==> src/sv/fcp_pkg.sv <==
// Shared constants and controller/datapath handshake types for the frame chunk packetizer.
// No dependencies.
package fcp_pkg;

    localparam int unsigned MAX_PACKET_BYTES = 1400;
    localparam int unsigned HDR_BYTES        = 8;
    localparam int unsigned MAX_PAYLOAD      = MAX_PACKET_BYTES - HDR_BYTES;

    localparam int unsigned PAY_W  = 11;
    localparam int unsigned LEN_W  = 24;
    localparam int unsigned DVD_W  = LEN_W + 1;
    localparam int unsigned FNUM_W = 32;
    localparam int unsigned PART_W = 16;
    localparam int unsigned HIDX_W = $clog2(HDR_BYTES);

    localparam logic [PAY_W-1:0] PAY_RESET = PAY_W'(MAX_PAYLOAD);

    // Header byte positions
    localparam logic [HIDX_W-1:0] HDR_FNUM3 = HIDX_W'(0);
    localparam logic [HIDX_W-1:0] HDR_FNUM2 = HIDX_W'(1);
    localparam logic [HIDX_W-1:0] HDR_FNUM1 = HIDX_W'(2);
    localparam logic [HIDX_W-1:0] HDR_FNUM0 = HIDX_W'(3);
    localparam logic [HIDX_W-1:0] HDR_PARTS1 = HIDX_W'(4);
    localparam logic [HIDX_W-1:0] HDR_PARTS0 = HIDX_W'(5);
    localparam logic [HIDX_W-1:0] HDR_PIDX1 = HIDX_W'(6);
    localparam logic [HIDX_W-1:0] HDR_PIDX0 = HIDX_W'(7);
    localparam logic [HIDX_W-1:0] HDR_LAST  = HDR_PIDX0;

    typedef struct packed {
        logic              capture;
        logic              div_start;
        logic              parts_load;
        logic              load_hdr;
        logic              load_data;
        logic [HIDX_W-1:0] hdr_idx;
    } ctrl_cmd_t;

    typedef struct packed {
        logic frame_start;
        logic pkt_start;
        logic out_free;
        logic div_done;
    } dp_status_t;

endpackage

==> src/sv/fcp_divider.sv <==
// Restoring divider, one quotient bit per cycle, for the per-frame part count.
// Depends on fcp_pkg.
module fcp_divider (
    input  logic                      clk,
    input  logic                      rst_n,
    input  logic                      start,
    input  logic [fcp_pkg::DVD_W-1:0] dividend,
    input  logic [fcp_pkg::PAY_W-1:0] divisor,
    output logic                      done,
    output logic [fcp_pkg::DVD_W-1:0] quotient
);
    import fcp_pkg::*;

    localparam int unsigned CNT_W = $clog2(DVD_W);
    localparam logic [CNT_W-1:0] CNT_LAST = CNT_W'(DVD_W - 1);

    logic [DVD_W-1:0] dvd_reg, dvd_next;
    logic [PAY_W-1:0] rem_reg, rem_next;
    logic [PAY_W-1:0] dsr_reg, dsr_next;
    logic [CNT_W-1:0] cnt_reg, cnt_next;
    logic             busy_reg, busy_next;
    logic             done_reg, done_next;
    logic [PAY_W:0]   trial;
    logic             fits;

    assign trial = {rem_reg, dvd_reg[DVD_W-1]};
    assign fits  = trial >= {1'b0, dsr_reg};

    always_comb
    begin
        dvd_next  = dvd_reg;
        rem_next  = rem_reg;
        dsr_next  = dsr_reg;
        cnt_next  = cnt_reg;
        busy_next = busy_reg;
        done_next = 1'b0;
        if (start)
        begin
            dvd_next  = dividend;
            rem_next  = '0;
            dsr_next  = divisor;
            cnt_next  = '0;
            busy_next = 1'b1;
        end
        else if (busy_reg)
        begin
            // shift the quotient bit in where the dividend bit left
            dvd_next = {dvd_reg[DVD_W-2:0], fits};
            rem_next = fits ? PAY_W'(trial - {1'b0, dsr_reg}) : trial[PAY_W-1:0];
            cnt_next = cnt_reg + CNT_W'(1);
            if (cnt_reg == CNT_LAST)
            begin
                busy_next = 1'b0;
                done_next = 1'b1;
            end
        end
    end

    always_ff @(posedge clk or negedge rst_n)
    begin
        if (!rst_n)
        begin
            busy_reg <= 1'b0;
            done_reg <= 1'b0;
            cnt_reg  <= '0;
        end
        else
        begin
            busy_reg <= busy_next;
            done_reg <= done_next;
            cnt_reg  <= cnt_next;
        end
    end

    always_ff @(posedge clk)
    begin
        dvd_reg <= dvd_next;
        rem_reg <= rem_next;
        dsr_reg <= dsr_next;
    end

    assign done     = done_reg;
    assign quotient = dvd_reg;

endmodule

==> src/sv/fcp_datapath.sv <==
// Datapath: payload register, frame/packet counters, header byte select, output register.
// Depends on fcp_pkg and fcp_divider.
module fcp_datapath (
    input  logic                       clk,
    input  logic                       rst_n,
    input  logic                       cfg_wr_en,
    input  logic [fcp_pkg::PAY_W-1:0]  cfg_wr_data,
    input  logic [7:0]                 data_byte,
    input  logic [fcp_pkg::LEN_W-1:0]  frame_bytes,
    input  fcp_pkg::ctrl_cmd_t         cmd,
    output fcp_pkg::dp_status_t        status,
    input  logic                       out_ready,
    output logic                       out_valid,
    output logic [7:0]                 out_byte,
    output logic                       end_of_packet,
    output logic                       end_of_frame
);
    import fcp_pkg::*;

    logic [PAY_W-1:0]  payload_reg;
    logic [FNUM_W-1:0] fnum_reg;
    logic [PART_W-1:0] parts_reg;
    logic [PART_W-1:0] pidx_reg;
    logic [PAY_W-1:0]  bip_reg;
    logic [LEN_W-1:0]  bif_reg;
    logic [7:0]        data_reg;
    logic [LEN_W-1:0]  len_reg;
    logic              out_valid_reg;
    logic [7:0]        obyte_reg;
    logic              eop_reg;
    logic              eof_reg;

    logic [PAY_W-1:0]  pay_eff;
    logic [LEN_W-1:0]  len_in;
    logic [DVD_W-1:0]  dividend;
    logic              div_done;
    logic [DVD_W-1:0]  quotient;
    logic [LEN_W:0]    fcount;
    logic [PAY_W:0]    pcount;
    logic              eof;
    logic              eop;
    logic [7:0]        hdr_byte;

    // clamp the payload size to 1..MAX_PAYLOAD
    always_comb
    begin
        if (payload_reg == '0)
            pay_eff = PAY_W'(1);
        else if (payload_reg > PAY_RESET)
            pay_eff = PAY_RESET;
        else
            pay_eff = payload_reg;
    end

    assign len_in   = (frame_bytes == '0) ? LEN_W'(1) : frame_bytes;
    assign dividend = {1'b0, len_in} + DVD_W'(pay_eff) - DVD_W'(1);

    fcp_divider u_div (
        .clk      (clk),
        .rst_n    (rst_n),
        .start    (cmd.div_start),
        .dividend (dividend),
        .divisor  (pay_eff),
        .done     (div_done),
        .quotient (quotient)
    );

    assign fcount = {1'b0, bif_reg} + (LEN_W+1)'(1);
    assign pcount = {1'b0, bip_reg} + (PAY_W+1)'(1);
    assign eof    = fcount >= {1'b0, len_reg};
    assign eop    = eof || (pcount >= {1'b0, pay_eff});

    always_comb
    begin
        unique case (cmd.hdr_idx)
            HDR_FNUM3:  hdr_byte = fnum_reg[31:24];
            HDR_FNUM2:  hdr_byte = fnum_reg[23:16];
            HDR_FNUM1:  hdr_byte = fnum_reg[15:8];
            HDR_FNUM0:  hdr_byte = fnum_reg[7:0];
            HDR_PARTS1: hdr_byte = parts_reg[15:8];
            HDR_PARTS0: hdr_byte = parts_reg[7:0];
            HDR_PIDX1:  hdr_byte = pidx_reg[15:8];
            HDR_PIDX0:  hdr_byte = pidx_reg[7:0];
            default:    hdr_byte = '0;
        endcase
    end

    always_ff @(posedge clk or negedge rst_n)
    begin
        if (!rst_n)
        begin
            payload_reg   <= PAY_RESET;
            fnum_reg      <= '0;
            parts_reg     <= '0;
            pidx_reg      <= '0;
            bip_reg       <= '0;
            bif_reg       <= '0;
            out_valid_reg <= 1'b0;
        end
        else
        begin
            if (cfg_wr_en)
                payload_reg <= cfg_wr_data;

            if (cmd.parts_load)
            begin
                parts_reg <= quotient[PART_W-1:0];
                pidx_reg  <= '0;
                bip_reg   <= '0;
            end

            if (cmd.load_data)
            begin
                if (eof)
                begin
                    fnum_reg <= fnum_reg + FNUM_W'(1);
                    bif_reg  <= '0;
                    bip_reg  <= '0;
                    pidx_reg <= '0;
                end
                else
                begin
                    bif_reg <= fcount[LEN_W-1:0];
                    if (eop)
                    begin
                        bip_reg  <= '0;
                        pidx_reg <= pidx_reg + PART_W'(1);
                    end
                    else
                        bip_reg <= pcount[PAY_W-1:0];
                end
            end

            if (cmd.load_hdr || cmd.load_data)
                out_valid_reg <= 1'b1;
            else if (out_ready)
                out_valid_reg <= 1'b0;
        end
    end

    always_ff @(posedge clk)
    begin
        if (cmd.capture)
        begin
            data_reg <= data_byte;
            len_reg  <= len_in;
        end
        if (cmd.load_hdr)
        begin
            obyte_reg <= hdr_byte;
            eop_reg   <= 1'b0;
            eof_reg   <= 1'b0;
        end
        else if (cmd.load_data)
        begin
            obyte_reg <= data_reg;
            eop_reg   <= eop;
            eof_reg   <= eof;
        end
    end

    assign status.frame_start = (bif_reg == '0);
    assign status.pkt_start   = (bip_reg == '0);
    assign status.out_free    = !out_valid_reg || out_ready;
    assign status.div_done    = div_done;

    assign out_valid     = out_valid_reg;
    assign out_byte      = obyte_reg;
    assign end_of_packet = eop_reg;
    assign end_of_frame  = eof_reg;

endmodule

==> src/sv/fcp_ctrl.sv <==
// Controller: sequences capture, part-count division, header beats and the payload beat.
// Depends on fcp_pkg.
module fcp_ctrl (
    input  logic                clk,
    input  logic                rst_n,
    input  logic                in_valid,
    output logic                in_ready,
    input  fcp_pkg::dp_status_t status,
    output fcp_pkg::ctrl_cmd_t  cmd
);
    import fcp_pkg::*;

    localparam logic [1:0] ST_IDLE = 2'd0;
    localparam logic [1:0] ST_DIV  = 2'd1;
    localparam logic [1:0] ST_HDR  = 2'd2;
    localparam logic [1:0] ST_DATA = 2'd3;

    logic [1:0]        state_reg, state_next;
    logic [HIDX_W-1:0] hidx_reg, hidx_next;
    logic              accept;

    assign in_ready = (state_reg == ST_IDLE);
    assign accept   = in_valid && in_ready;

    always_comb
    begin
        state_next     = state_reg;
        hidx_next      = hidx_reg;
        cmd            = '0;
        cmd.hdr_idx    = hidx_reg;
        unique case (state_reg)
            ST_IDLE:
            begin
                if (accept)
                begin
                    cmd.capture = 1'b1;
                    hidx_next   = '0;
                    priority if (status.frame_start)
                    begin
                        cmd.div_start = 1'b1;
                        state_next    = ST_DIV;
                    end
                    else if (status.pkt_start)
                        state_next = ST_HDR;
                    else
                        state_next = ST_DATA;
                end
            end
            ST_DIV:
            begin
                if (status.div_done)
                begin
                    cmd.parts_load = 1'b1;
                    state_next     = ST_HDR;
                end
            end
            ST_HDR:
            begin
                // one header beat each time the output register frees up
                if (status.out_free)
                begin
                    cmd.load_hdr = 1'b1;
                    hidx_next    = hidx_reg + HIDX_W'(1);
                    if (hidx_reg == HDR_LAST)
                        state_next = ST_DATA;
                end
            end
            ST_DATA:
            begin
                if (status.out_free)
                begin
                    cmd.load_data = 1'b1;
                    state_next    = ST_IDLE;
                end
            end
            default:
                state_next = ST_IDLE;
        endcase
    end

    always_ff @(posedge clk or negedge rst_n)
    begin
        if (!rst_n)
        begin
            state_reg <= ST_IDLE;
            hidx_reg  <= '0;
        end
        else
        begin
            state_reg <= state_next;
            hidx_reg  <= hidx_next;
        end
    end

endmodule

==> src/sv/frame_chunk_packetizer.sv <==
// Frame chunk packetizer: cuts a byte stream per frame into packets with an 8-byte header.
// Depends on fcp_pkg, fcp_ctrl and fcp_datapath.
//
// Input channel (in_valid/in_ready): one frame byte per beat, data_byte with frame_bytes,
// the frame's total length (0 is taken as 1). Output channel (out_valid/out_ready): one
// packet byte per beat with end_of_packet and end_of_frame marks. Before the first
// payload byte of each packet come 8 header bytes, big-endian: frame number (32 bits),
// part count ceil(length/payload) truncated to 16 bits, and part index (16 bits).
// cfg_wr_en/cfg_wr_data set the payload size per packet (0 acts as 1, above 1392 acts
// as 1392); write it only while no byte is in flight.
// The block takes one byte at a time. A byte inside a packet is loaded straight into the output
// register; a byte that opens a packet first sends 8 header beats through the single output
// register; a byte that opens a frame also waits for the bit-serial divider that forms the part
// count (25 quotient bits plus the load).
// After reset the frame number and all counters are zero and the payload size is 1392.
// When the receiver stalls the output beat holds and the sequencer waits; in_ready stays
// low until the current byte has been placed in the output register.
module frame_chunk_packetizer (
    input  logic                       clk,
    input  logic                       rst_n,
    input  logic                       cfg_wr_en,
    input  logic [fcp_pkg::PAY_W-1:0]  cfg_wr_data,
    input  logic                       in_valid,
    output logic                       in_ready,
    input  logic [7:0]                 data_byte,
    input  logic [fcp_pkg::LEN_W-1:0]  frame_bytes,
    output logic                       out_valid,
    input  logic                       out_ready,
    output logic [7:0]                 out_byte,
    output logic                       end_of_packet,
    output logic                       end_of_frame
);
    import fcp_pkg::*;

    ctrl_cmd_t  cmd;
    dp_status_t status;

    fcp_ctrl u_ctrl (
        .clk      (clk),
        .rst_n    (rst_n),
        .in_valid (in_valid),
        .in_ready (in_ready),
        .status   (status),
        .cmd      (cmd)
    );

    fcp_datapath u_dp (
        .clk           (clk),
        .rst_n         (rst_n),
        .cfg_wr_en     (cfg_wr_en),
        .cfg_wr_data   (cfg_wr_data),
        .data_byte     (data_byte),
        .frame_bytes   (frame_bytes),
        .cmd           (cmd),
        .status        (status),
        .out_ready     (out_ready),
        .out_valid     (out_valid),
        .out_byte      (out_byte),
        .end_of_packet (end_of_packet),
        .end_of_frame  (end_of_frame)
    );

endmodule

==> config.mk <==
export PLATFORM = sky130hd
export DESIGN_NAME = frame_chunk_packetizer
export DESIGN_NICKNAME = d
export VERILOG_FILES = /design/src/sv/fcp_pkg.sv /design/src/sv/fcp_divider.sv /design/src/sv/fcp_datapath.sv /design/src/sv/fcp_ctrl.sv /design/src/sv/frame_chunk_packetizer.sv
export SDC_FILE = /design/constraint.sdc
export NUM_CORES = 1
export LEC_CHECK = 0
export BUFFER_PORTS_ARGS = -buffer_cell sky130_fd_sc_hd__buf_4
export CAP_MARGIN = 20
export CORE_MARGIN = 3
export CORE_UTILIZATION = 45
export CTS_CLUSTER_SIZE = 28
export DETAILED_ROUTE_END_ITERATION = 12
export PLACE_DENSITY = 0.63
export REMOVE_ABC_BUFFERS = 1
export SLEW_MARGIN = 20
export SYNTH_ARGS = -nofsm -noshare
export SYNTH_HDL_FRONTEND = slang
export SYNTH_SLANG_ARGS = --single-unit
==> constraint.sdc <==
create_clock -name clk -period 3.7 [get_ports clk]
set_input_delay 0.37 -clock clk [delete_from_list [all_inputs] [get_ports clk]]
set_output_delay 0.37 -clock clk [all_outputs]
set_load 0.1 [all_outputs]
# After elaboration in Yosys (flattened, before gate mapping)
# Cells that the tools add are included.
[word_totals] mem_bits_rw=0 output_inout_bits=12 register_bits=212 latch_bits=0 mem_bits_ro=0 mem_count=0
[classes] reduce_logical=19 muxes=47 multipliers=0 order_cmp=4 bitwise_logic=0 shifts=0 eq_ne=16 addsub=9 div_mod_pow=0
[op_table] operator="2-to-1 mux 11 bit" n=7
[op_table] operator="2-to-1 mux 16 bit" n=4
[op_table] operator="one-hot mux 8 bit (8 select lines)" n=1
[op_table] operator="2-to-1 mux 25 bit" n=2
[op_table] operator="logical NOT 24 bit" n=2
[op_table] operator="2-to-1 mux 24 bit" n=2
[op_table] operator="adder 32 x 1 -> 32 bit (second input constant)" n=1
[op_table] operator="adder 24 x 1 -> 25 bit (second input constant)" n=1
[op_table] operator="adder 24 x 11 -> 25 bit" n=1
[op_table] operator="greater-or-equal comparator 25 x 24 -> 1 bit" n=1
[op_table] operator="subtractor 25 x 1 -> 25 bit (second input constant)" n=1
[op_table] operator="greater-or-equal comparator 12 x 11 -> 1 bit" n=2
[op_table] operator="logical NOT 11 bit" n=2
[op_table] operator="adder 16 x 1 -> 16 bit (second input constant)" n=1
[op_table] operator="2-to-1 mux 2 bit" n=8
[op_table] operator="2-to-1 mux 8 bit" n=2
[op_table] operator="2-to-1 mux 1 bit" n=15
[op_table] operator="adder 11 x 1 -> 12 bit (second input constant)" n=1
[op_table] operator="equality test 3 bit (second input constant)" n=4
[op_table] operator="greater-than comparator 11 bit (second input constant)" n=1
[op_table] operator="subtractor 11 bit" n=1
[op_table] operator="2-to-1 mux 5 bit" n=2
[op_table] operator="nonzero test 2 bit" n=5
[op_table] operator="one-hot mux 2 bit (4 select lines)" n=1
[op_table] operator="19 further kinds" n=27

# Logic depth before layout (Yosys ltp)
# Gate-level depths: netlist (run 1).
[depth] ltp_word=8 mapped_depth=21 mapped_depth_nobuf=20

# By module
# Synthesis (run 1) repeated with hierarchy kept, for this count alone.
[hier_totals] cells_unflattened=1359 hier_area_um2=13649.3
[by_module_without_submodules] mod="fcp_datapath" cells_per_inst=1076 area_each_um2=10297.4 n_inst=1
[by_module_without_submodules] mod="fcp_divider" cells_per_inst=232 area_each_um2=2842.7 n_inst=1
[by_module_without_submodules] mod="fcp_ctrl" cells_per_inst=51 area_each_um2=509.2 n_inst=1

# Worst setup path after synthesis (run 1)
# No wires, ideal clock.
[synth_path] path_kind="register -> register" from="register u_dp.bif_reg[0]" to="register u_dp.bip_reg[6]" path_stages_with_launch=18 arrival_time_ns=3.689 n_path_buf=3 path_slack_ns=-0.092 setup_time_ns=0.103 period_less_slack_ns=3.792 required_time_ns=3.597 cell_sequence="dfrtp_1 > ha_1 > and4_4 > nand3_2 > nor2_2 > and4_1 > buf_4 > and3_1 > xor2_1 > ha_1 > nand4_1 > nor4_1 > a221oi_1 > o2111ai_4 > and2_1 > buf_6 > buf_6 > o41ai_2"
[synth_between] elab_chain_cells=6
[synth_rtl] element="from (decl)" line_no="fcp_datapath.sv:25" text="logic [LEN_W-1:0] bif_reg;"
[synth_rtl] element="from (signal assigned)" line_no="fcp_datapath.sv:123" text="bif_reg <= fcount[LEN_W-1:0];"
[synth_rtl] element="adder 24 x 1 -> 25 bit *" line_no="fcp_datapath.sv:68" text="assign fcount = {1'b0, bif_reg} + (LEN_W+1)'(1);"
[synth_rtl] element="greater-or-equal comparator 25 x 24 -> 1 bit *" line_no="fcp_datapath.sv:70" text="assign eof = fcount >= {1'b0, len_reg};"
[synth_rtl] element="logical OR 1 bit" line_no="fcp_datapath.sv:71" text="assign eop = eof || (pcount >= {1'b0, pay_eff});"
[synth_rtl] element="2-to-1 mux 11 bit" line_no="fcp_datapath.sv:124" text="if (eop)"
[synth_rtl] element="2-to-1 mux 11 bit *" line_no="fcp_datapath.sv:114" text="if (eof)"
[synth_rtl] element="2-to-1 mux 11 bit *" line_no="fcp_datapath.sv:112" text="if (cmd.load_data)"
[synth_rtl] element="to (signal assigned)" line_no="fcp_datapath.sv:130" text="bip_reg <= pcount[PAY_W-1:0];"
[synth_rtl] element="to (decl)" line_no="fcp_datapath.sv:24" text="logic [PAY_W-1:0] bip_reg;"
# Mark *: on every way between the ends. The rest lies on a longest branch, timed or not.
# A chain may end at the register's enable or synchronous reset.

# Final worst setup path (run 1)
[layout_path] from="register u_dp.bif_reg[1]" to="register u_dp.fnum_reg[1]"
[layout_between] elab_chain_cells=3
[layout_rtl] element="adder 24 x 1 -> 25 bit" line_no="fcp_datapath.sv:68"
[layout_rtl] element="greater-or-equal comparator 25 x 24 -> 1 bit" line_no="fcp_datapath.sv:70"
[layout_rtl] element="AND reduction 2 bit (no line)"
[layout_rtl] element="to (signal assigned)" line_no="fcp_datapath.sv:116" text="fnum_reg <= fnum_reg + FNUM_W'(1);"
[layout_rtl] element="to (decl)" line_no="fcp_datapath.sv:21" text="logic [FNUM_W-1:0] fnum_reg;"
# No other way between the ends.

==> results of run 1 <==
-- cells in the mapped netlist (5+ instances only) --
master and instances:
and3_1 26, nand2b_1 14, clkbuf_1 54, o21ai_1 18
a222oi_1 7, mux2i_1 11, and4_1 5, a221oi_1 9
ha_1 98, o2bb2ai_1 7, dfrtp_1 118, o211ai_1 15
nor4_2 11, nor2_1 67, nand2_1 131, edfxtp_1 76
dfxtp_1 13, xnor2_1 42, xor2_1 49, inv_1 138
a211oi_1 11, buf_6 5, nor4_1 12, nor2b_1 12
dfstp_2 5, nor3_1 36, nand3_1 57, a21o_1 22
a31oi_1 8, o21ai_0 85, buf_2 5, and2_1 6
o41ai_1 5, mux2_2 34, buf_1 7, nor4b_1 5
nand4_1 18, a21oi_1 47, a22o_1 18
-- cell type report --
type	count	area [sq um]
fill	2474	12100
multi-input combinational	954	7510
sequential	212	5630
timing repair buffer	212	1770
clock buffer	33	718
inverter	140	526
tap	384	480
clock inverter	13	166
-- where the power goes --
group          leakage, nW  internal, mW  switching (mW)
Sequential            2.39          3.02           0.312
Combinational         4.97          1.46            2.50
Clock                0.425          1.59            1.03
-- through the flow --
step / setup TNS (ns) / area (sq um)
after floorplan: -17.40 / 12900
after global placement: -1.35 / 14900
after detailed placement: -5.76 / 14900
after CTS: -0.00551 / 16100
after global routing: -5.16 / 16800
final: 0 / 16800
-- logic make-up after synthesis --
logic type	after synthesis
and+or+nand+nor	428
AOI/OAI and AO/OA	287
buffers and inverters	213
DFF	212
adders and majority gates	100
xor gates and xnor gates	91
muxes	47
-- cells in the final DEF (no fill, tap or decap), drive strengths merged, types with 18 or more instances in the layout --
cell,n
buf,204
inv,140
nand2,133
dfrtp,118
o21ai,103
ha,98
edfxtp,76
nor2,70
nand3,59
xor2,49
a21oi,47
xnor2,42
nor3,40
mux2,36
clkbuf,34
and3,26
nor4,23
a21o,22
nand4,18
a22o,18
-- timing repair --
item	CTS	global route
cloned	1	2
endpoints found under the setup margin	71	93
buffers inserted	5	11
endpoints found under the hold margin	6	1
gates resized for setup	38	113
pin swaps	18	74
hold buffers	6	1
-- routing by layer --
layer  up-vias  routed length [microns]  GRT usage
met5         -                        0          0
met4         0                      872     0.0563
met3        55                     1420     0.0255
met2       242                    16200      0.342
met1      5170                    15900      0.306
li1       5229                        -          -
-- worst paths after layout --
kind / cells past startpoint / startpoint / end / slack (ns)
worst max-delay path: 19 / u_dp.bif_reg[1] / u_dp.fnum_reg[1] / 0.009
worst min-delay path: 1 / rst_n / u_dp.fnum_reg[4] / -0.02
worst max register to register: 19 / u_dp.bif_reg[1] / u_dp.fnum_reg[1] / 0.009
worst min register to register: 1 / u_dp.fnum_reg[31] / u_dp.fnum_reg[31] / 0.46
max in group asynchronous: 2 / rst_n / u_dp.payload_reg[10] / 2.73
min in group clk: 1 / data_byte[1] / u_dp.data_reg[1] / 0.02
==> results.sh, run 1 <==
export IMPL_relSlewSlack=0.107
export IMPL_p_leak_nw=7.79
export IMPL_hold_viol=3
export IMPL_wire_per_inst_microns=17.7
export IMPL_die_y_microns=177
export IMPL_cts_tree="built"
export IMPL_grt_usage=0.213
export IMPL_via_count=10696
export IMPL_utilization=0.582
export IMPL_syn_cell_area_sq_um=13200
export IMPL_synthXorXnorAreaFrac=0.0603
export IMPL_whs_ns=-0.0162
export IMPL_drive_above_1_share=0.262
export IMPL_synth_seq_cells=212
export IMPL_rsz0062_at_grt="yes"
export IMPL_synth_simple_area_share=0.170
export IMPL_antenna_cells=0
export IMPL_gp_congestion=0.857
export IMPL_synthAdderAreaFrac=0.0958
export IMPL_clkLatencyLatePin_ns=0.54
export IMPL_power_total_mw=9.92
export IMPL_synthTopCellsByArea="dfrtp_1 22%, edfxtp_1 17%, ha_1 9.3%"
export IMPL_fin_crit_sh=0.998
export IMPL_fin_ws_ns=0.00881
export IMPL_syn_to_final_growth_pct=27.1
export IMPL_grt_pass1_wl_mm=54.2
export IMPL_dr_pass1_iters=8
export IMPL_grt_pass1_vias=10502
export IMPL_hpwl_mm=24.7
export IMPL_powerDensity_nw_per_um2=590
export IMPL_cts_root_buf="clkbuf_16"
export IMPL_max_freq_mhz=271
export IMPL_largest_register_ffs=32
export IMPL_end_kind="flip-flop"
export IMPL_drc=0
export IMPL_drv_slew=0
export IMPL_critPathBufInv=3
export IMPL_start_util=0.458
export IMPL_synth_compound_area_frac=0.144
export IMPL_grt_antenna_before_repair=0
export IMPL_post_route_min_period_ns=3.69
export IMPL_yosysWarningCount=0
export IMPL_cp_slowest_stage_delay_ns=0.36
export IMPL_cp_cell_sequence="ha_2 > and4_4 > nand3_4 > nor2_4 > and4_4 > and3_4 > xor2_4 > ha_4 > nand4_1 > nor4_4 > a221oi_4 > nand2_1 > nand2_1 > nand2_2 > buf_6 > nand3_4 > buf_4 > buf_6 > mux2_1"
export IMPL_synthCells=1378
export IMPL_overflow=0
export IMPL_cts_sinks=212
export IMPL_vias_per_cell=5.49
export IMPL_worst_path_max_fanout=6
export IMPL_portBuffers=59
export IMPL_wl_mm=34.4
export IMPL_rows=62
export IMPL_skew_ns=0.0171
export IMPL_grt_max_degree=74
export IMPL_worstHoldPathType="in2async"
export IMPL_cp_slowest_cell="dfrtp_1"
export IMPL_synthMuxAreaShare=0.0390
export IMPL_synth_edff_count=76
export IMPL_place_ws_ns=-0.304
export IMPL_synth_seq_area_share=0.426
export IMPL_clockBufferDepth=3
export IMPL_ctsHtreeMaxLevel=1
export IMPL_dp_cells=1877
export IMPL_synthDistinctLibCells=79
export IMPL_required_ns=4.11
export IMPL_io_pins=60
export IMPL_max_slew_worst_pin_slew_ns=1.34
export IMPL_die_width_microns=177
export IMPL_peakVddDrop_mv=0.387
export IMPL_synthDominantCellAreaShare=0.223
export IMPL_crit_type="reg2reg"
export IMPL_core_area_sq_um=28900
export IMPL_async_reset_ff_frac=0.580
export IMPL_synth_area_leader_cell="dfrtp_1"
export IMPL_postRouteAntennaNets=0
export IMPL_dieArea_sq_um=31500
export IMPL_setup_violations=0
export IMPL_fin_cells=1948
export IMPL_synthFlopType="dfrtp_1"
export IMPL_syn_area_per_cell_sq_um=9.59
export IMPL_violations="negative hold slack"
export IMPL_start_kind="flip-flop"
export IMPL_critical_path_top_delay_family="simple AND/OR/NAND/NOR gates"
export IMPL_drt_initial_drc_count=675
export IMPL_cts_inserted_buffers=25
export IMPL_outcome="finished with violations"
export IMPL_synth_top_family_by_area="simple AND/OR/NAND/NOR gates"
export IMPL_final_nets=1693
export IMPL_cp_data_arrival_time_ns=4.11
export IMPL_path_clk_slew_ns=0.06
export IMPL_drv_cap=0
(Power assumes the default switching activity.)
==> inputs of run 2 (changes only) <==
--- a/config.mk
+++ b/config.mk
@@ -13,6 +13,7 @@
 export DETAILED_ROUTE_END_ITERATION = 12
 export PLACE_DENSITY = 0.63
 export REMOVE_ABC_BUFFERS = 1
+export SETUP_SLACK_MARGIN = 0.4
 export SLEW_MARGIN = 20
 export SYNTH_ARGS = -nofsm -noshare
 export SYNTH_HDL_FRONTEND = slang
==> run 2 against run 1 <==
Against the previous run: the run ends with negative hold slack, negative setup slack left; hold slack gained 0.012 ns; flip-flop and latch count stayed put; critical path depth grew 1; die area unchanged; register-to-register slack lost 0.05 ns; core utilization up 2.0 points; clock skew rose by 0.0024 ns; power is 1.8% higher; critical path type unchanged; critical endpoint unchanged; largest cell class unchanged; largest power group unchanged; highest routed layer unchanged.
==> results.sh, run 2 (synthesis results as in run 1) <==
export IMPL_hold_viol=2
export IMPL_grt_pass1_wl_mm=55.9
export IMPL_die_y_microns=177
export IMPL_grt_pass1_vias=10752
export IMPL_p_sw_mw=3.92
export IMPL_hpwl_mm=24.7
export IMPL_final_common_cell="buf_4"
export IMPL_dieArea_sq_um=31500
export IMPL_p_leak_nw=8.04
export IMPL_clockBufferDepth=3
export IMPL_cell_internal_pwr_mw=6.18
export IMPL_rsz0062_at_grt="yes"
export IMPL_whs_ns=-0.00463
export IMPL_core_area_sq_um=28900
export IMPL_fin_ws_ns=-0.0364
export IMPL_vias_per_cell=5.49
export IMPL_violations="negative hold slack, negative setup slack"
export IMPL_grt_antenna_before_repair=0
export IMPL_overflow=0
export IMPL_start_kind="flip-flop"
export IMPL_die_width_microns=177
export IMPL_peakVddDrop_mv=0.389
export IMPL_postRouteAntennaNets=0
export IMPL_gp_congestion=0.857
export IMPL_grt_max_degree=74
export IMPL_syn_to_final_growth_pct=31.6
export IMPL_drc=0
export IMPL_max_slew_worst_pin_slew_ns=1.05
export IMPL_cp_data_arrival_time_ns=4.15
export IMPL_dr_pass1_iters=6
export IMPL_final_cell_mix="197 x buf_4, 131 x inv_1, 121 x nand2_1"
export IMPL_sequentialPowerShare=0.330
export IMPL_rr_endpoint="u_dp.fnum_reg[1]"
export IMPL_worstHoldPathType="in2async"
export IMPL_power_frac_clock=0.260
export IMPL_path_clk_slew_ns=0.06
export IMPL_worst_path_max_fanout=7
export IMPL_io_pins=60
export IMPL_ff2ff_path_depth=20
export IMPL_wire_per_inst_microns=17.9
export IMPL_place_ws_ns=-0.304
export IMPL_fin_crit_sh=1.01
export IMPL_cts_root_buf="clkbuf_16"
export IMPL_p_comb_frac=0.410
export IMPL_antenna_cells=0
export IMPL_reg2reg_from="u_dp.bif_reg[1]"
export IMPL_end_kind="flip-flop"
export IMPL_portBuffers=59
export IMPL_swShare=0.388
export IMPL_rows=62
export IMPL_wl_mm=35.4
export IMPL_fillers=2382
export IMPL_grt_usage=0.221
export IMPL_drt_initial_drc_count=659
export IMPL_via_count=10840
export IMPL_cts_tree="built"
export IMPL_utilization=0.603
export IMPL_largest_register_ffs=32
export IMPL_outcome="finished with violations"
export IMPL_start_util=0.458
export IMPL_crit_type="reg2reg"
export IMPL_final_nets=1721
export IMPL_ctsHtreeMaxLevel=1
export IMPL_drive_above_1_share=0.296
export IMPL_required_ns=4.12
export IMPL_drv_slew=0
export IMPL_setup_violations=7
export IMPL_post_route_min_period_ns=3.74
export IMPL_max_freq_mhz=268
export IMPL_reg2reg_slack_ns=-0.04
export IMPL_cts_inserted_buffers=25
export IMPL_relSlewSlack=0.295
export IMPL_skew_ns=0.0195
export IMPL_clkLatencyLatePin_ns=0.54
export IMPL_drv_cap=0
export IMPL_cts_sinks=212
export IMPL_powerDensity_nw_per_um2=581
[run 2: cell count changes in the layout (fill, tap and decap cells not counted), moves of 4 or more]
cell and change:
nand2_2 +4, nand2_1 -4, o21ai_1 +6, nor3_4 +4, a21oi_1 -5, a21oi_2 +4, nor2_4 +5, buf_4 +12
buf_6 +10, o21ai_0 -9
[run 2: per-layer routing]
layer | vias to the layer above | share of wire | wire (microns) | global-route usage
met1 | 5249 | 0.46 | 16100 | 0.310
met2 | 252 | 0.47 | 16800 | 0.360
met4 | 0 | 0.028 | 1010 | 0.0658
li1 | 5276 | - | - | -
met3 | 63 | 0.041 | 1460 | 0.0280
met5 | - | 0 | 0 | 0
[run 2: worst max path at each step]
stage,startpoint,end,slack [ns],depth (start not counted)
finish,u_dp.bif_reg[1],u_dp.fnum_reg[1],-0.04,20
CTS,u_dp.bif_reg[1],u_dp.fnum_reg[18],0.009,20
global placement,frame_bytes[21],u_dp.u_div.quotient[23],-0.28,21
detailed placement,frame_bytes[10],u_dp.u_div.quotient[23],-0.30,20
global route,u_dp.bif_reg[16],u_dp.fnum_reg[16],-0.25,18
floorplan,u_dp.bif_reg[0],u_dp.bip_reg[0],-0.33,15
[run 2: stage by stage]
stage          cells  instance area (sq um)  total power [mW]  setup TNS, ns
2_1_floorplan   1305                  12900              5.89         -17.40
3_3_place_gp    1877                  14900              7.05          -1.35
3_5_place_dp    1877                  14900              7.13          -5.76
4_1_cts         1957                  16800              9.98              0
5_1_grt         1976                  17400              10.7          -9.55
6_report        1976                  17400              10.1         -0.160
[run 2: timing repair]
item | in CTS | in global routing
gates resized for setup | 146 | 84
hold buffers | 6 | 1
setup endpoints to repair | 100 | 105
gates cloned | 3 | 1
endpoints found under the hold margin | 6 | 1
setup buffers | 25 | 17
pin swaps | 72 | 73
[run 2: final cells by class]
class	instances	area, sq um	share of cell area
Multi-Input combinational cell	954	7790	0.448
Clock inverter	13	166	0.00957
Clock buffer	33	718	0.0413
Tap cell	384	480	0.0276
Sequential cell	212	5630	0.324
Inverter	140	531	0.0305
Timing Repair Buffer	240	2080	0.120
[run 2: worst max-delay path, stage by stage, from the launching register on]
cell and delay (ns):
dfrtp_1 0.36, ha_2 0.19, and4_4 0.25, nand3_4 0.09
nor2_4 0.10, buf_4 0.11, buf_4 0.10, nand2_2 0.05
xnor2_2 0.19, ha_1 0.28, a21o_1 0.18, a21o_1 0.17
a21oi_1 0.22, o21ai_4 0.09, a21oi_2 0.17, o2111ai_4 0.16
buf_6 0.17, nand3_4 0.20, buf_4 0.16, buf_6 0.08
mux2_4 0.28
[run 2: power by group through the flow]
stage	registers (mW)	logic, mW	clock network, mW
6_report	3.34	4.14	2.62
4_1_cts	3.33	3.97	2.67
5_1_grt	3.39	4.55	2.77
3_3_place_gp	3.36	3.69	0
3_5_place_dp	3.37	3.76	0
2_1_floorplan	3.76	2.14	0
==> inputs of run 3 (changes only) <==
--- a/config.mk
+++ b/config.mk
@@ -5,6 +5,7 @@
 export SDC_FILE = /design/constraint.sdc
 export NUM_CORES = 1
 export LEC_CHECK = 0
+export ABC_AREA = 1
 export BUFFER_PORTS_ARGS = -buffer_cell sky130_fd_sc_hd__buf_4
 export CAP_MARGIN = 20
 export CORE_MARGIN = 3
==> run 3 against run 2 <==
Against the previous run: register-to-register slack better by 0.20 ns; first-iteration DRC count is 50% higher; clock skew is 0.0051 ns lower; critical path depth is 4 higher; die area is 5.2% higher; flip-flop and latch count stayed put; global-route usage is 0.99 points higher; design area hardly changed; worst setup slack better by 0.20 ns; critical endpoint is now u_dp.u_div.quotient[17]; the flow now finishes without violations; highest routed layer unchanged.
==> results.sh, run 3 <==
export IMPL_cts_root_buf="clkbuf_16"
export IMPL_final_nets=2118
export IMPL_powerDensity_nw_per_um2=670
export IMPL_relSlewSlack=0.491
export IMPL_drt_initial_drc_count=988
export IMPL_fin_crit_sh=0.956
export IMPL_p_leak_nw=8.40
export IMPL_max_freq_mhz=283
export IMPL_drv_cap=0
export IMPL_path_clk_slew_ns=0.06
export IMPL_syn_to_final_growth_pct=24.9
export IMPL_holdCritStartpoint="data_byte[1]"
export IMPL_synthDistinctLibCells=51
export IMPL_rows=63
export IMPL_postRouteAntennaNets=0
export IMPL_whs_ns=0.0277
export IMPL_die_y_microns=182
export IMPL_outcome="finished, final reports clean"
export IMPL_startpoint="u_dp.payload_reg[8]"
export IMPL_synth_area_leader_cell="dfrtp_1"
export IMPL_hold_viol=0
export IMPL_peakVddDrop_mv=0.479
export IMPL_synth_seq_area_share=0.404
export IMPL_end_kind="flip-flop"
export IMPL_largest_register_ffs=32
export IMPL_ctsHtreeMaxLevel=1
export IMPL_crit_cells=24
export IMPL_start_util=0.464
export IMPL_synthDominantCellAreaShare=0.212
export IMPL_cp_slowest_cell="dfstp_2"
export IMPL_yosysWarningCount=0
export IMPL_grt_max_degree=71
export IMPL_cts_inserted_buffers=26
export IMPL_utilization=0.579
export IMPL_grt_usage=0.231
export IMPL_start_kind="flip-flop"
export IMPL_cp_slowest_stage_delay_ns=0.57
export IMPL_synthTopCellsByArea="dfrtp_1 21%, edfxtp_1 16%, nand2_1 13%"
export IMPL_max_slew_worst_pin_slew_ns=0.764
export IMPL_ff2ff_path_depth=24
export IMPL_setup_violations=0
export IMPL_worst_path_max_fanout=4
export IMPL_portBuffers=59
export IMPL_hpwl_mm=28.3
export IMPL_drive_above_1_share=0.189
export IMPL_postPlaceCellArea_sq_um=15200
export IMPL_cts_tree="built"
export IMPL_critPathCapture="u_dp.u_div.quotient[17]"
export IMPL_antenna_cells=0
export IMPL_via_count=12618
export IMPL_cp_data_arrival_time_ns=3.81
export IMPL_synth_seq_cells=212
export IMPL_drc=0
export IMPL_fin_area_sq_um=17400
export IMPL_synthFlopType="dfrtp_1"
export IMPL_vias_per_cell=5.30
export IMPL_power_total_mw=11.6
export IMPL_gp_congestion=0.949
export IMPL_clkLatencyLatePin_ns=0.53
export IMPL_syn_area_per_cell_sq_um=7.74
export IMPL_final_cell_mix="439 x nand2_1, 261 x inv_1, 158 x buf_4"
export IMPL_core_area_sq_um=30000
export IMPL_reg2reg_from="u_dp.payload_reg[8]"
export IMPL_io_pins=60
export IMPL_grt_pass1_wl_mm=62.9
export IMPL_critPathBufInv=5
export IMPL_wire_per_inst_microns=16.5
export IMPL_worstHoldPathType="in2reg"
export IMPL_setup_tns_ns=0
export IMPL_cp_cell_sequence="nand2_1 > nor2_1 > nand3_2 > nand2_4 > nor2_4 > inv_2 > ha_4 > inv_2 > ha_4 > inv_4 > fa_2 > nand3b_1 > nand2_2 > nand2_2 > o21ai_2 > buf_6 > a21oi_4 > o21ai_1 > buf_4 > nand2_1 > nand2_2 > nand2_1 > nand2_1 > o21ai_1"
export IMPL_hold_depth=1
export IMPL_dieArea_sq_um=33100
export IMPL_reg2reg_slack_ns=0.16
export IMPL_required_ns=3.97
export IMPL_post_route_min_period_ns=3.54
export IMPL_cts_sinks=212
export IMPL_final_common_cell="nand2_1"
export IMPL_grt_pass1_vias=12152
export IMPL_async_reset_ff_frac=0.580
export IMPL_drv_slew=0
export IMPL_rsz0062_at_grt="yes"
export IMPL_grt_antenna_before_repair=0
export IMPL_yosys_top_cells_count="466 x nand2_1, 279 x inv_1, 118 x dfrtp_1, 114 x nor2_1, 108 x o21ai_0"
export IMPL_synth_edff_count=76
export IMPL_syn_cell_area_sq_um=13900
export IMPL_skew_ns=0.0144
export IMPL_synthCells=1799
export IMPL_dr_pass1_iters=8
export IMPL_rr_endpoint="u_dp.u_div.quotient[17]"
export IMPL_critical_path_top_delay_family="simple AND/OR/NAND/NOR gates"
export IMPL_die_width_microns=182
export IMPL_cpMostUsedCell="nand2_1"
export IMPL_clockBufferDepth=3
export IMPL_wl_mm=39.3
export IMPL_overflow=0
export IMPL_crit_type="reg2reg"
export IMPL_yosysMostFrequentCell="nand2_1"
run 3: timing repair:
item,in CTS,in global routing
hold buffers,8,0
pin swaps,39,58
endpoints found under the setup margin,98,102
setup buffers,35,19
cloned,2,0
gates resized for setup,100,101
hold endpoints to repair,60,0
run 3: worst min-delay path by stage:
stage,to,slack (ns)
floorplan,u_ctrl.hidx_reg[0],0.07
global placement,u_dp.parts_reg[7],0.47
detailed placement,u_dp.parts_reg[7],0.46
CTS,u_dp.data_reg[1],0.002
global route,u_dp.data_reg[1],0.001
finish,u_dp.data_reg[1],0.03
run 3: cell families (layout without fill, tap and decap cells):
logic type | count (synthesis) | in the layout | share of synthesized area
adder cells (fa/ha/maj) | 100 | 100 | 0.0909
XOR/XNOR | 90 | 90 | 0.0566
multiplexers | 2 | 2 | 0.00162
AND/OR/NAND/NOR | 817 | 817 | 0.253
buffers and inverters | 336 | 527 | 0.0932
flip-flops | 212 | 212 | 0.404
AO/OA/AOI/OAI | 242 | 242 | 0.100
run 3: cell type report:
class,count,area (sq um)
repair buffers,197,1710
inverters,282,1070
well taps,390,488
flip-flops and latches,212,5630
clock inverters,10,71.3
multi-input cells,1251,7660
clock buffers,38,758
fillers,2680,12600
run 3: where the power goes:
| group | internal, mW | switching, mW | total, mW |
|---|---|---|---|
| clock network | 1.48 | 1.01 | 2.49 |
| registers | 3.22 | 0.557 | 3.77 |
| logic | 1.96 | 3.42 | 5.38 |
| total | 6.66 | 4.99 | 11.6 |
run 3: through the flow:
step / setup slack, ns / instances
floorplan: -0.500 / 1745
global placement: -0.0351 / 2268
detailed placement: -0.242 / 2268
CTS: 0.300 / 2361
global route: 0.0258 / 2380
finish: 0.162 / 2380
run 3: metal layers:
metal  up-vias  share of wire  track usage
li1       6259              -            -
met1      5973           0.47        0.331
met2       320           0.46        0.378
met3        66          0.048       0.0262
met4         0          0.024       0.0515
met5         -              0            0
run 3: worst reg2reg max path: stages, from the launching register on:
cell      delay (ns)
dfstp_2         0.57
nand2_1         0.06
nor2_1          0.12
nand3_2         0.13
nand2_4         0.12
nor2_4          0.04
inv_2           0.09
ha_4            0.21
inv_2           0.06
ha_4            0.14
inv_4           0.04
fa_2            0.35
nand3b_1        0.23
nand2_2         0.13
nand2_2         0.08
o21ai_2         0.13
buf_6           0.15
a21oi_4         0.07
o21ai_1         0.14
buf_4           0.14
nand2_1         0.06
nand2_2         0.07
nand2_1         0.05
nand2_1         0.06
o21ai_1         0.05
